[config.mk]
export PLATFORM = sky130hd
export DESIGN_NAME = rgb_led_effect_generator_core
export DESIGN_NICKNAME = d
export VERILOG_FILES = /design/src/rtl/rgbfx_pkg.sv /design/src/rtl/rgbfx_regs.sv /design/src/rtl/rgbfx_datapath.sv /design/src/rtl/rgbfx_ctrl.sv /design/src/rtl/rgb_led_effect_generator_core.sv
export SDC_FILE = /design/constraint.sdc
export NUM_CORES = 2
export LEC_CHECK = 0
export BUFFER_PORTS_ARGS = -buffer_cell sky130_fd_sc_hd__buf_2
export CAP_MARGIN = 20
export CORE_ASPECT_RATIO = 1.2
export CORE_UTILIZATION = 59
export DETAILED_ROUTE_END_ITERATION = 16
export GPL_TIMING_DRIVEN = 0
export PLACE_DENSITY_LB_ADDON = 0.1
export SLEW_MARGIN = 40
export SYNTH_ARGS = -nofsm -noshare
export SYNTH_HDL_FRONTEND = slang
export SYNTH_HIERARCHICAL = 1
export SYNTH_SLANG_ARGS = --single-unit
export TNS_END_PERCENT = 100
[constraint.sdc]
create_clock -name clk_i -period 7.9 [get_ports clk_i]
set_input_delay 2.37 -clock clk_i [delete_from_list [all_inputs] [get_ports clk_i]]
set_output_delay 2.37 -clock clk_i [all_outputs]
set_load 0.02 [all_outputs]
[src/rtl/rgbfx_pkg.sv]
// Shared types, codes and constants of the RGB LED effect generator.
`timescale 1ns / 1ps

package rgbfx_pkg;

  // Widths
  localparam int TICK_BITS = 32;
  localparam int ADDR_W    = 5;
  localparam int DATA_W    = 32;
  localparam int LANE_W    = 16;
  localparam int PROD_W    = 32;
  localparam int RAMP_W    = 14;
  localparam int NUM_LANES = 3;

  // Register indexes (byte address divided by four)
  localparam logic [2:0] REG_RED    = 3'd0;
  localparam logic [2:0] REG_GREEN  = 3'd1;
  localparam logic [2:0] REG_BLUE   = 3'd2;
  localparam logic [2:0] REG_BRIGHT = 3'd3;
  localparam logic [2:0] REG_MODE   = 3'd4;
  localparam logic [2:0] REG_ENABLE = 3'd5;

  // Effect modes
  localparam logic [2:0] MODE_STEADY  = 3'd0;
  localparam logic [2:0] MODE_BLINK   = 3'd1;
  localparam logic [2:0] MODE_FAST    = 3'd2;
  localparam logic [2:0] MODE_BREATHE = 3'd3;
  localparam logic [2:0] MODE_RAINBOW = 3'd4;

  // Timing of the effects, in ticks
  localparam logic [5:0] BLINK_PERIOD   = 6'd50;
  localparam logic [5:0] BLINK_HALF     = 6'd25;
  localparam logic [3:0] FAST_PERIOD    = 4'd10;
  localparam logic [3:0] FAST_HALF      = 4'd5;
  localparam logic [7:0] BREATHE_PERIOD = 8'd150;
  localparam logic [7:0] BREATHE_HALF   = 8'd75;
  localparam logic [7:0] HUE_PERIOD     = 8'd240;
  localparam logic [7:0] HUE_SEG        = 8'd40;

  localparam logic [6:0] BRIGHT_MAX = 7'd100;
  localparam logic [7:0] LEVEL_MAX  = 8'd255;

  // Reciprocals for truncating division by 100, 75 and 40 over the value
  // ranges that occur here (below 25501, 19126 and 9946 respectively).
  localparam logic [LANE_W-1:0] RECIP_100    = 16'd20972;
  localparam int                RECIP_100_SH = 21;
  localparam logic [LANE_W-1:0] RECIP_75     = 16'd27963;
  localparam int                RECIP_75_SH  = 21;
  localparam logic [RAMP_W-1:0] RECIP_40     = 14'd13108;
  localparam int                RECIP_40_SH  = 19;

  // Configuration registers
  typedef struct packed {
    logic [7:0] base_red;
    logic [7:0] base_green;
    logic [7:0] base_blue;
    logic [6:0] brightness_pct;
    logic [2:0] effect_mode;
    logic       led_enable;
  } cfg_t;

  // Datapath operations issued by the controller
  typedef enum logic [3:0] {
    DP_NOP,
    DP_COUNT,
    DP_RAMP,
    DP_RDIV,
    DP_LOAD,
    DP_MULB,
    DP_DIV100,
    DP_MULW,
    DP_DIV75,
    DP_FIN
  } dp_op_e;

  typedef struct packed {
    dp_op_e op;
  } dp_cmd_t;

  typedef struct packed {
    logic breathe;
    logic out_free;
  } dp_sts_t;

endpackage

[src/rtl/rgbfx_regs.sv]
// Configuration register file with its APB-style access port.
`timescale 1ns / 1ps

module rgbfx_regs (
  input  logic                        clk_i,
  input  logic                        rst_ni,
  input  logic                        psel,
  input  logic                        penable,
  input  logic                        pwrite,
  input  logic [rgbfx_pkg::ADDR_W-1:0] paddr,
  input  logic [rgbfx_pkg::DATA_W-1:0] pwdata,
  output logic [rgbfx_pkg::DATA_W-1:0] prdata,
  output logic                        pready,
  output rgbfx_pkg::cfg_t             cfg_o
);
  import rgbfx_pkg::*;

  cfg_t       cfg_q, cfg_d;
  logic [2:0] reg_idx;
  logic       wr_en;
  logic [6:0] bri_wr;

  assign pready  = 1'b1;
  assign reg_idx = paddr[ADDR_W-1:2];
  assign wr_en   = psel && penable && pwrite && pready;
  assign bri_wr  = (pwdata[6:0] > BRIGHT_MAX) ? BRIGHT_MAX : pwdata[6:0];

  // Register writes; unknown indexes are ignored.
  always_comb begin
    cfg_d = cfg_q;
    if (wr_en) begin
      unique case (reg_idx)
        REG_RED:    cfg_d.base_red       = pwdata[7:0];
        REG_GREEN:  cfg_d.base_green     = pwdata[7:0];
        REG_BLUE:   cfg_d.base_blue      = pwdata[7:0];
        REG_BRIGHT: cfg_d.brightness_pct = bri_wr;
        REG_MODE:   cfg_d.effect_mode    = pwdata[2:0];
        REG_ENABLE: cfg_d.led_enable     = pwdata[0];
        default:    cfg_d                = cfg_q;
      endcase
    end
  end

  always_ff @(posedge clk_i or negedge rst_ni) begin
    if (!rst_ni) begin
      cfg_q <= cfg_t'{base_red:       8'd0,
                      base_green:     8'd0,
                      base_blue:      8'd0,
                      brightness_pct: BRIGHT_MAX,
                      effect_mode:    MODE_STEADY,
                      led_enable:     1'b0};
    end else begin
      cfg_q <= cfg_d;
    end
  end

  // Read-back of the stored values.
  always_comb begin
    unique case (reg_idx)
      REG_RED:    prdata = DATA_W'(cfg_q.base_red);
      REG_GREEN:  prdata = DATA_W'(cfg_q.base_green);
      REG_BLUE:   prdata = DATA_W'(cfg_q.base_blue);
      REG_BRIGHT: prdata = DATA_W'(cfg_q.brightness_pct);
      REG_MODE:   prdata = DATA_W'(cfg_q.effect_mode);
      REG_ENABLE: prdata = DATA_W'(cfg_q.led_enable);
      default:    prdata = '0;
    endcase
  end

  assign cfg_o = cfg_q;

endmodule

[src/rtl/rgbfx_datapath.sv]
// Datapath: tick and phase counters, hue ramp unit, three colour lanes and output register.
`timescale 1ns / 1ps

module rgbfx_datapath (
  input  logic                clk_i,
  input  logic                rst_ni,
  input  rgbfx_pkg::cfg_t     cfg_i,
  input  rgbfx_pkg::dp_cmd_t  cmd_i,
  output rgbfx_pkg::dp_sts_t  sts_o,
  input  logic                tick_pulse_i,
  output logic                out_valid_o,
  input  logic                out_ready_i,
  output logic [23:0]         out_data_o
);
  import rgbfx_pkg::*;

  logic [TICK_BITS-1:0] tick_count_q, tick_count_d;
  logic [5:0]           ph50_q, ph50_d;
  logic [3:0]           ph10_q, ph10_d;
  logic [7:0]           ph150_q, ph150_d;
  logic [7:0]           ph240_q, ph240_d;
  logic                 advance, wrap;

  logic [2:0]           seg, seg_q;
  logic [5:0]           hue_pos;
  logic [RAMP_W-1:0]    x_q;
  logic [2*RAMP_W-1:0]  ramp_prod;
  logic [7:0]           rq_q, rq_inv;

  logic [6:0]           weight;
  logic [LANE_W-1:0]    opb;
  logic [LANE_W-1:0]    lane_q [NUM_LANES];
  logic [LANE_W-1:0]    lane_d [NUM_LANES];
  logic [PROD_W-1:0]    prod   [NUM_LANES];
  logic [7:0]           load_v [NUM_LANES];

  logic                 show;
  logic                 out_valid_q;
  logic [23:0]          out_data_q;

  // Tick counter and the phases it implies; a wrap of the count restarts every phase.
  assign advance = (cmd_i.op == DP_COUNT) && tick_pulse_i && cfg_i.led_enable &&
                   (cfg_i.effect_mode != MODE_STEADY);
  assign wrap    = (tick_count_q == '1);

  always_comb begin
    tick_count_d = tick_count_q + TICK_BITS'(1);
    ph50_d  = (wrap || ph50_q == BLINK_PERIOD - 6'd1) ? '0 : ph50_q + 6'd1;
    ph10_d  = (wrap || ph10_q == FAST_PERIOD - 4'd1) ? '0 : ph10_q + 4'd1;
    ph150_d = (wrap || ph150_q == BREATHE_PERIOD - 8'd1) ? '0 : ph150_q + 8'd1;
    ph240_d = (wrap || ph240_q == HUE_PERIOD - 8'd1) ? '0 : ph240_q + 8'd1;
  end

  always_ff @(posedge clk_i or negedge rst_ni) begin
    if (!rst_ni) begin
      tick_count_q <= '0;
      ph50_q       <= '0;
      ph10_q       <= '0;
      ph150_q      <= '0;
      ph240_q      <= '0;
    end else if (advance) begin
      tick_count_q <= tick_count_d;
      ph50_q       <= ph50_d;
      ph10_q       <= ph10_d;
      ph150_q      <= ph150_d;
      ph240_q      <= ph240_d;
    end
  end

  // Hue wheel segment and position within it.
  always_comb begin
    if (ph240_q < HUE_SEG) begin
      seg = 3'd0;
      hue_pos = 6'(ph240_q);
    end else if (ph240_q < 8'(2 * HUE_SEG)) begin
      seg = 3'd1;
      hue_pos = 6'(ph240_q - HUE_SEG);
    end else if (ph240_q < 8'(3 * HUE_SEG)) begin
      seg = 3'd2;
      hue_pos = 6'(ph240_q - 8'(2 * HUE_SEG));
    end else if (ph240_q < 8'(4 * HUE_SEG)) begin
      seg = 3'd3;
      hue_pos = 6'(ph240_q - 8'(3 * HUE_SEG));
    end else if (ph240_q < 8'(5 * HUE_SEG)) begin
      seg = 3'd4;
      hue_pos = 6'(ph240_q - 8'(4 * HUE_SEG));
    end else begin
      seg = 3'd5;
      hue_pos = 6'(ph240_q - 8'(5 * HUE_SEG));
    end
  end

  // Ramp unit: q * 255 first, then the division by 40 in the next cycle.
  assign ramp_prod = (2*RAMP_W)'(x_q) * (2*RAMP_W)'(RECIP_40);
  assign rq_inv    = LEVEL_MAX - rq_q;

  always_ff @(posedge clk_i) begin
    if (cmd_i.op == DP_RAMP) begin
      seg_q <= seg;
      x_q   <= RAMP_W'({hue_pos, 8'd0}) - RAMP_W'(hue_pos);
    end
    if (cmd_i.op == DP_RDIV) begin
      rq_q <= ramp_prod[RECIP_40_SH +: 8];
    end
  end

  // Lane sources: the set colour, or the hue wheel colour in rainbow mode.
  always_comb begin
    load_v[0] = cfg_i.base_red;
    load_v[1] = cfg_i.base_green;
    load_v[2] = cfg_i.base_blue;
    if (cfg_i.effect_mode == MODE_RAINBOW) begin
      case (seg_q)
        3'd0: begin
          load_v[0] = LEVEL_MAX; load_v[1] = rq_q;      load_v[2] = '0;
        end
        3'd1: begin
          load_v[0] = rq_inv;    load_v[1] = LEVEL_MAX; load_v[2] = '0;
        end
        3'd2: begin
          load_v[0] = '0;        load_v[1] = LEVEL_MAX; load_v[2] = rq_q;
        end
        3'd3: begin
          load_v[0] = '0;        load_v[1] = rq_inv;    load_v[2] = LEVEL_MAX;
        end
        3'd4: begin
          load_v[0] = rq_q;      load_v[1] = '0;        load_v[2] = LEVEL_MAX;
        end
        default: begin
          load_v[0] = LEVEL_MAX; load_v[1] = '0;        load_v[2] = rq_inv;
        end
      endcase
    end
  end

  // Triangle weight of the breathing effect.
  assign weight = (ph150_q < BREATHE_HALF) ? 7'(ph150_q) : 7'(BREATHE_PERIOD - ph150_q);

  // Second operand of the lane multipliers.
  always_comb begin
    case (cmd_i.op)
      DP_MULB:   opb = LANE_W'(cfg_i.brightness_pct);
      DP_MULW:   opb = LANE_W'(weight);
      DP_DIV100: opb = RECIP_100;
      DP_DIV75:  opb = RECIP_75;
      default:   opb = '0;
    endcase
  end

  // One multiplier per lane; the division steps keep the upper product bits.
  always_comb begin
    for (int i = 0; i < NUM_LANES; i++) begin
      prod[i] = PROD_W'(lane_q[i]) * PROD_W'(opb);
      case (cmd_i.op) inside
        DP_LOAD:                lane_d[i] = LANE_W'(load_v[i]);
        DP_MULB, DP_MULW:       lane_d[i] = prod[i][LANE_W-1:0];
        DP_DIV100:              lane_d[i] = LANE_W'(prod[i] >> RECIP_100_SH);
        DP_DIV75:               lane_d[i] = LANE_W'(prod[i] >> RECIP_75_SH);
        default:                lane_d[i] = lane_q[i];
      endcase
    end
  end

  always_ff @(posedge clk_i) begin
    for (int i = 0; i < NUM_LANES; i++) begin
      lane_q[i] <= lane_d[i];
    end
  end

  // Whether the LED is lit in this phase of the effect.
  always_comb begin
    case (cfg_i.effect_mode) inside
      MODE_STEADY, MODE_BREATHE, MODE_RAINBOW: show = 1'b1;
      MODE_BLINK: show = (ph50_q < BLINK_HALF);
      MODE_FAST:  show = (ph10_q < FAST_HALF);
      default:    show = 1'b0;
    endcase
    show = show && cfg_i.led_enable;
  end

  // Output register, loaded only when the previous result has gone.
  always_ff @(posedge clk_i or negedge rst_ni) begin
    if (!rst_ni) begin
      out_valid_q <= 1'b0;
    end else if (cmd_i.op == DP_FIN) begin
      out_valid_q <= 1'b1;
    end else if (out_ready_i) begin
      out_valid_q <= 1'b0;
    end
  end

  always_ff @(posedge clk_i) begin
    if (cmd_i.op == DP_FIN) begin
      out_data_q <= show ? {lane_q[2][7:0], lane_q[1][7:0], lane_q[0][7:0]} : '0;
    end
  end

  assign out_valid_o      = out_valid_q;
  assign out_data_o       = out_data_q;
  assign sts_o.breathe    = (cfg_i.effect_mode == MODE_BREATHE);
  assign sts_o.out_free   = !out_valid_q || out_ready_i;

endmodule

[src/rtl/rgbfx_ctrl.sv]
// Controller: sequences the datapath operations for one tick request.
`timescale 1ns / 1ps

module rgbfx_ctrl (
  input  logic               clk_i,
  input  logic               rst_ni,
  input  logic               in_valid_i,
  output logic               in_ready_o,
  input  rgbfx_pkg::dp_sts_t sts_i,
  output rgbfx_pkg::dp_cmd_t cmd_o
);
  import rgbfx_pkg::*;

  localparam logic [3:0] ST_IDLE   = 4'd0;
  localparam logic [3:0] ST_RAMP   = 4'd1;
  localparam logic [3:0] ST_RDIV   = 4'd2;
  localparam logic [3:0] ST_LOAD   = 4'd3;
  localparam logic [3:0] ST_MULB   = 4'd4;
  localparam logic [3:0] ST_DIV100 = 4'd5;
  localparam logic [3:0] ST_MULW   = 4'd6;
  localparam logic [3:0] ST_DIV75  = 4'd7;
  localparam logic [3:0] ST_FIN    = 4'd8;

  logic [3:0] state_q, state_d;

  // Next state and the operation issued in each state.
  always_comb begin
    state_d    = state_q;
    cmd_o.op   = DP_NOP;
    in_ready_o = 1'b0;
    unique case (state_q)
      ST_IDLE: begin
        in_ready_o = 1'b1;
        if (in_valid_i) begin
          cmd_o.op = DP_COUNT;
          state_d  = ST_RAMP;
        end
      end
      ST_RAMP: begin
        cmd_o.op = DP_RAMP;
        state_d  = ST_RDIV;
      end
      ST_RDIV: begin
        cmd_o.op = DP_RDIV;
        state_d  = ST_LOAD;
      end
      ST_LOAD: begin
        cmd_o.op = DP_LOAD;
        state_d  = ST_MULB;
      end
      ST_MULB: begin
        cmd_o.op = DP_MULB;
        state_d  = ST_DIV100;
      end
      ST_DIV100: begin
        cmd_o.op = DP_DIV100;
        state_d  = sts_i.breathe ? ST_MULW : ST_FIN;
      end
      ST_MULW: begin
        cmd_o.op = DP_MULW;
        state_d  = ST_DIV75;
      end
      ST_DIV75: begin
        cmd_o.op = DP_DIV75;
        state_d  = ST_FIN;
      end
      ST_FIN: begin
        if (sts_i.out_free) begin
          cmd_o.op = DP_FIN;
          state_d  = ST_IDLE;
        end
      end
      default: begin
        state_d = ST_IDLE;
      end
    endcase
  end

  always_ff @(posedge clk_i or negedge rst_ni) begin
    if (!rst_ni) begin
      state_q <= ST_IDLE;
    end else begin
      state_q <= state_d;
    end
  end

endmodule

[src/rtl/rgb_led_effect_generator_core.sv]
// Each tick request runs the ramp, ramp division, load, brightness multiply, division by
// 100 and result steps, plus a weight multiply and division by 75 in breathe mode. A new
// request is taken only when the last is done, as the steps share the lane multipliers.
// A colour waiting at the output stalls only the last step of the next request.
// Reset clears the tick counter and the configuration; brightness resets to 100.
`timescale 1ns / 1ps

module rgb_led_effect_generator_core (
  input  logic                        clk_i,
  input  logic                        rst_ni,
  // Tick requests
  input  logic                        s_axis_tvalid,
  output logic                        s_axis_tready,
  input  logic [7:0]                  s_axis_tdata,  // [0] tick_pulse, [7:1] zero
  // Colour results
  output logic                        m_axis_tvalid,
  input  logic                        m_axis_tready,
  output logic [23:0]                 m_axis_tdata,  // [7:0] out_red, [15:8] out_green,
                                                     // [23:16] out_blue
  // Configuration
  input  logic                        psel,
  input  logic                        penable,
  input  logic                        pwrite,
  input  logic [rgbfx_pkg::ADDR_W-1:0] paddr,
  input  logic [rgbfx_pkg::DATA_W-1:0] pwdata,
  output logic [rgbfx_pkg::DATA_W-1:0] prdata,
  output logic                        pready
);
  import rgbfx_pkg::*;

  cfg_t    cfg;
  dp_cmd_t dp_cmd;
  dp_sts_t dp_sts;

  rgbfx_regs u_regs (
    .clk_i   (clk_i),
    .rst_ni  (rst_ni),
    .psel    (psel),
    .penable (penable),
    .pwrite  (pwrite),
    .paddr   (paddr),
    .pwdata  (pwdata),
    .prdata  (prdata),
    .pready  (pready),
    .cfg_o   (cfg)
  );

  rgbfx_ctrl u_ctrl (
    .clk_i      (clk_i),
    .rst_ni     (rst_ni),
    .in_valid_i (s_axis_tvalid),
    .in_ready_o (s_axis_tready),
    .sts_i      (dp_sts),
    .cmd_o      (dp_cmd)
  );

  rgbfx_datapath u_datapath (
    .clk_i        (clk_i),
    .rst_ni       (rst_ni),
    .cfg_i        (cfg),
    .cmd_i        (dp_cmd),
    .sts_o        (dp_sts),
    .tick_pulse_i (s_axis_tdata[0]),
    .out_valid_o  (m_axis_tvalid),
    .out_ready_i  (m_axis_tready),
    .out_data_o   (m_axis_tdata)
  );

  // A request is worked on alone: no second request straight after the first.
  assert property (@(posedge clk_i) disable iff (!rst_ni)
    (s_axis_tvalid && s_axis_tready) |=> !s_axis_tready)
    else $error("tick request accepted while the previous one is in progress");

  // Brightness is held saturated.
  assert property (@(posedge clk_i) disable iff (!rst_ni)
    cfg.brightness_pct <= BRIGHT_MAX)
    else $error("brightness register above its maximum");

  // The result is only loaded when the output register is free.
  assert property (@(posedge clk_i) disable iff (!rst_ni)
    (dp_cmd.op == DP_FIN) |-> dp_sts.out_free)
    else $error("colour result overwrites one not yet taken");

endmodule

==> results.toml <==
[status]
status = "complete, but fails checks"
failed_checks = "setup timing"

[layout]
final_area_um2 = 40400
multi_input_area_um2 = 27800
drive_above_1_share_pct = 15.7
register_area_um2 = 5130
nets = 5023
final_core_util_pct = 68.9
fillCellCount = 4683
syn2layout_area_growth_pct = 14.7

[routing]
drt_iter0_drc = 1779
dr.pass1.iters = 6
via_per_inst = 5.61
ant_nets = 0
wl_per_cell_um = 20.0
routed_wl_um = 95800
drc = 0
vias = 26900

[timing]
fin_skew_ns = 0.0169
slew-limit-headroom_pct = 41.6
finalCritPeriodShare_pct = 113
hold_slack_ns = 0.465
hold_viol = 0
tightestPinTransition_ns = 0.876
min_period_ns = 8.92
setup_viol = 47
rsz0062_at_grt = "true"
fmax_mhz = 112
slew_violations = 0
setup_slack_ns = -1.02

[worst_setup_path]
rr_startpoint = "u_ctrl/state_q[1]"
end_kind = "flop"
path_common_cell = "fa_1"
rr_worst_depth = 28
cpPeakStageDelay_ns = 0.56
r2r_slack_ns = -0.08
worst_path_max_delay_cell = "fa_1"
cp-startpoint = "m_axis_tready"
timing.rr.end = "u_datapath/lane_q[0][6]"
path_class = "primary input to flop"
worst_ep_required_time_ns = 8.12
cp_max_fo = 8
start_kind = "primary input"
crit_path_end = "u_datapath/lane_q[0][37]"
cp.arrival_ns = 9.14

[cts]
postCtsHoldBufs = 0
cts_buffer_depth = 2
cts.sinks = 195
cts_buffers = 17
clock_tree.root_cell = "clkbuf_16"
cts_tree = "yes"
clock_latency_ns = 0.50
path_clk_slew_ns = 0.09
h-tree-depth = 4

[yosys]
ys_top_cells_by_count = "815 x inv_1, 543 x fa_1, 446 x ha_1"
syn_inst = 3770
avgSynthCellArea_um2 = 9.33
synth_flop_cell = "dfrtp_1"
synth_top_area_share_pct = 30.9
synth_edf_count = 73
yosys_warnings = 6
yosys-top-cells-area = "fa_1 31%, ha_1 16%, inv_1 8.7%, dfrtp_1 6.8%, edfxtp_1 6.2%"
synth.distinct_cells = 97
yosys.cell_count.top_type = "inv_1"
synthesis.area_um2 = 35200
yosysSeqAreaShare_pct = 14.6
yosys.area.top_type = "fa_1"
synth.ff_latch_count = 195
async_flop_share_pct = 50.3

[placement]
io_buffers = 50
place_congestion = 0.931
placed_area_um2 = 37500
dpl.hpwl_um = 75800

[global_route]
grt_pass1_wl_um = 152000
antenna_found_initial = 1
grt_pass1_vias = 27600
groute.usage.overall_pct = 32.8
grt_max_degree = 55
grt_overflow_total = 0

[die]
core-area_um2 = 58600
dieArea_um2 = 60600
initial_core_util_pct = 60.0
ios = 111
die_w_um = 225
rows = 97
die_h_um = 270

[power_and_ir_drop]
peakVddDrop_mv = 0.566
leakage_nw = 20.8
p_per_area_nw_per_um2 = 361

[hold_path]
hold_path_class = "flop to flop"

[run]
cap_viol_max_count = 0
[cell families after synthesis]
logic type / synth area share (%)
AO/OA/AOI/OAI: 9.47
multiplexers: 1.74
AND/OR/NAND/NOR: 13.8
adder cells (fa/ha/maj): 46.7
XOR/XNOR: 2.68
flip-flops: 14.6
other: 0.0213
buffers and inverters: 11.0
[per-layer routing]
layer  routed length, µm  vias up  part of all wire, %  GRT usage (%)
met4                3760        0                  3.9           13.4
met1               39500    13300                   41           43.9
met5                   0        -                    0              0
li1                    -    12300                    -              -
met3                7070      169                  7.4           5.90
met2               45400     1018                   47           52.3
[report_power, final]
group | leakage [nW] | internal (mW) | switching [mW] | total, mW
Sequential | 2.15 | 1.56 | 0.340 | 1.90
Combinational | 18.4 | 4.99 | 6.76 | 11.7
Clock | 0.297 | 0.437 | 0.498 | 0.936
[registers in the layout, indices dropped and copies added (netlist names)]
signal and flops:
u_datapath/ph240_q 8, u_datapath/ph50_q 6, u_ctrl/state_q 4, u_datapath/out_valid_o 1, u_datapath/lane_q 48, u_datapath/seg_q 3, u_datapath/out_data_o 24, u_datapath/ph150_q 8
u_regs/cfg_o 35, u_datapath/rq_q 8, u_datapath/ph10_q 4, u_datapath/tick_count_q 32, u_datapath/x_q 14
[final cells by class]
class	count	area share, %
plain buffers	169	3.32
clock buffers	17	1.05
repair buffers	177	3.65
diodes	2	0.0124
multi-input cells	2606	68.7
flip-flops and latches	195	12.7
inverters	816	7.59
clock inverters	15	0.477
well taps	792	2.45
[stage by stage]
step	TNS, ns	power [mW]	setup WS [ns]	cells
after detailed placement	-90.91	12.5	-2.53	4637
final	-31.71	14.6	-1.02	4789
after floorplan	-21.96	9.47	-0.858	3793
after CTS	-26.66	14.2	-0.886	4753
after global placement	-90.34	12.2	-2.43	4635
after global routing	-41.47	16.0	-1.31	4788
[critical path, delay by kind of cell]
family | cells | cell delay, ns
buf+inv | 10 | 1.00
fa+ha+maj | 7 | 3.33
xor+xnor | 1 | 0.13
compound gates | 7 | 1.13
simple gates | 8 | 1.15
[repair_timing]
action,4_1_cts,5_1_grt
pin swaps,82,95
setup endpoints to repair,48,48
cloned,1,0
setup buffers,89,36
gates resized for setup,162,130
[how the worst min path moves through the flow]
stage          slack [ns]  cells after the start                          end                        start
3_3_place_gp         0.45                      1  u_datapath/tick_count_q[25]  u_datapath/tick_count_q[25]
5_1_grt              0.49                      1  u_datapath/tick_count_q[30]  u_datapath/tick_count_q[30]
2_1_floorplan        0.44                      1  u_datapath/tick_count_q[25]  u_datapath/tick_count_q[25]
3_5_place_dp         0.46                      1  u_datapath/tick_count_q[18]  u_datapath/tick_count_q[18]
4_1_cts              0.47                      1  u_datapath/tick_count_q[18]  u_datapath/tick_count_q[18]
6_report             0.47                      1  u_datapath/tick_count_q[28]  u_datapath/tick_count_q[28]
[cell usage in the layout (no fill, tap or decap), drive strengths merged, types with 38 or more instances in the layout]
master / synthesis / layout
a21o: 38 / 38
a21oi: 130 / 130
and2: 147 / 147
buf: 57 / 239
clkbuf: 119 / 124
dfrtp: 95 / 95
edfxtp: 73 / 73
fa: 543 / 543
ha: 446 / 446
inv: 815 / 825
nand2: 256 / 256
nand3: 44 / 44
nor2: 114 / 114
nor2b: 194 / 194
o21ai: 149 / 149
xnor2: 71 / 71
(Power assumes the default switching activity.)
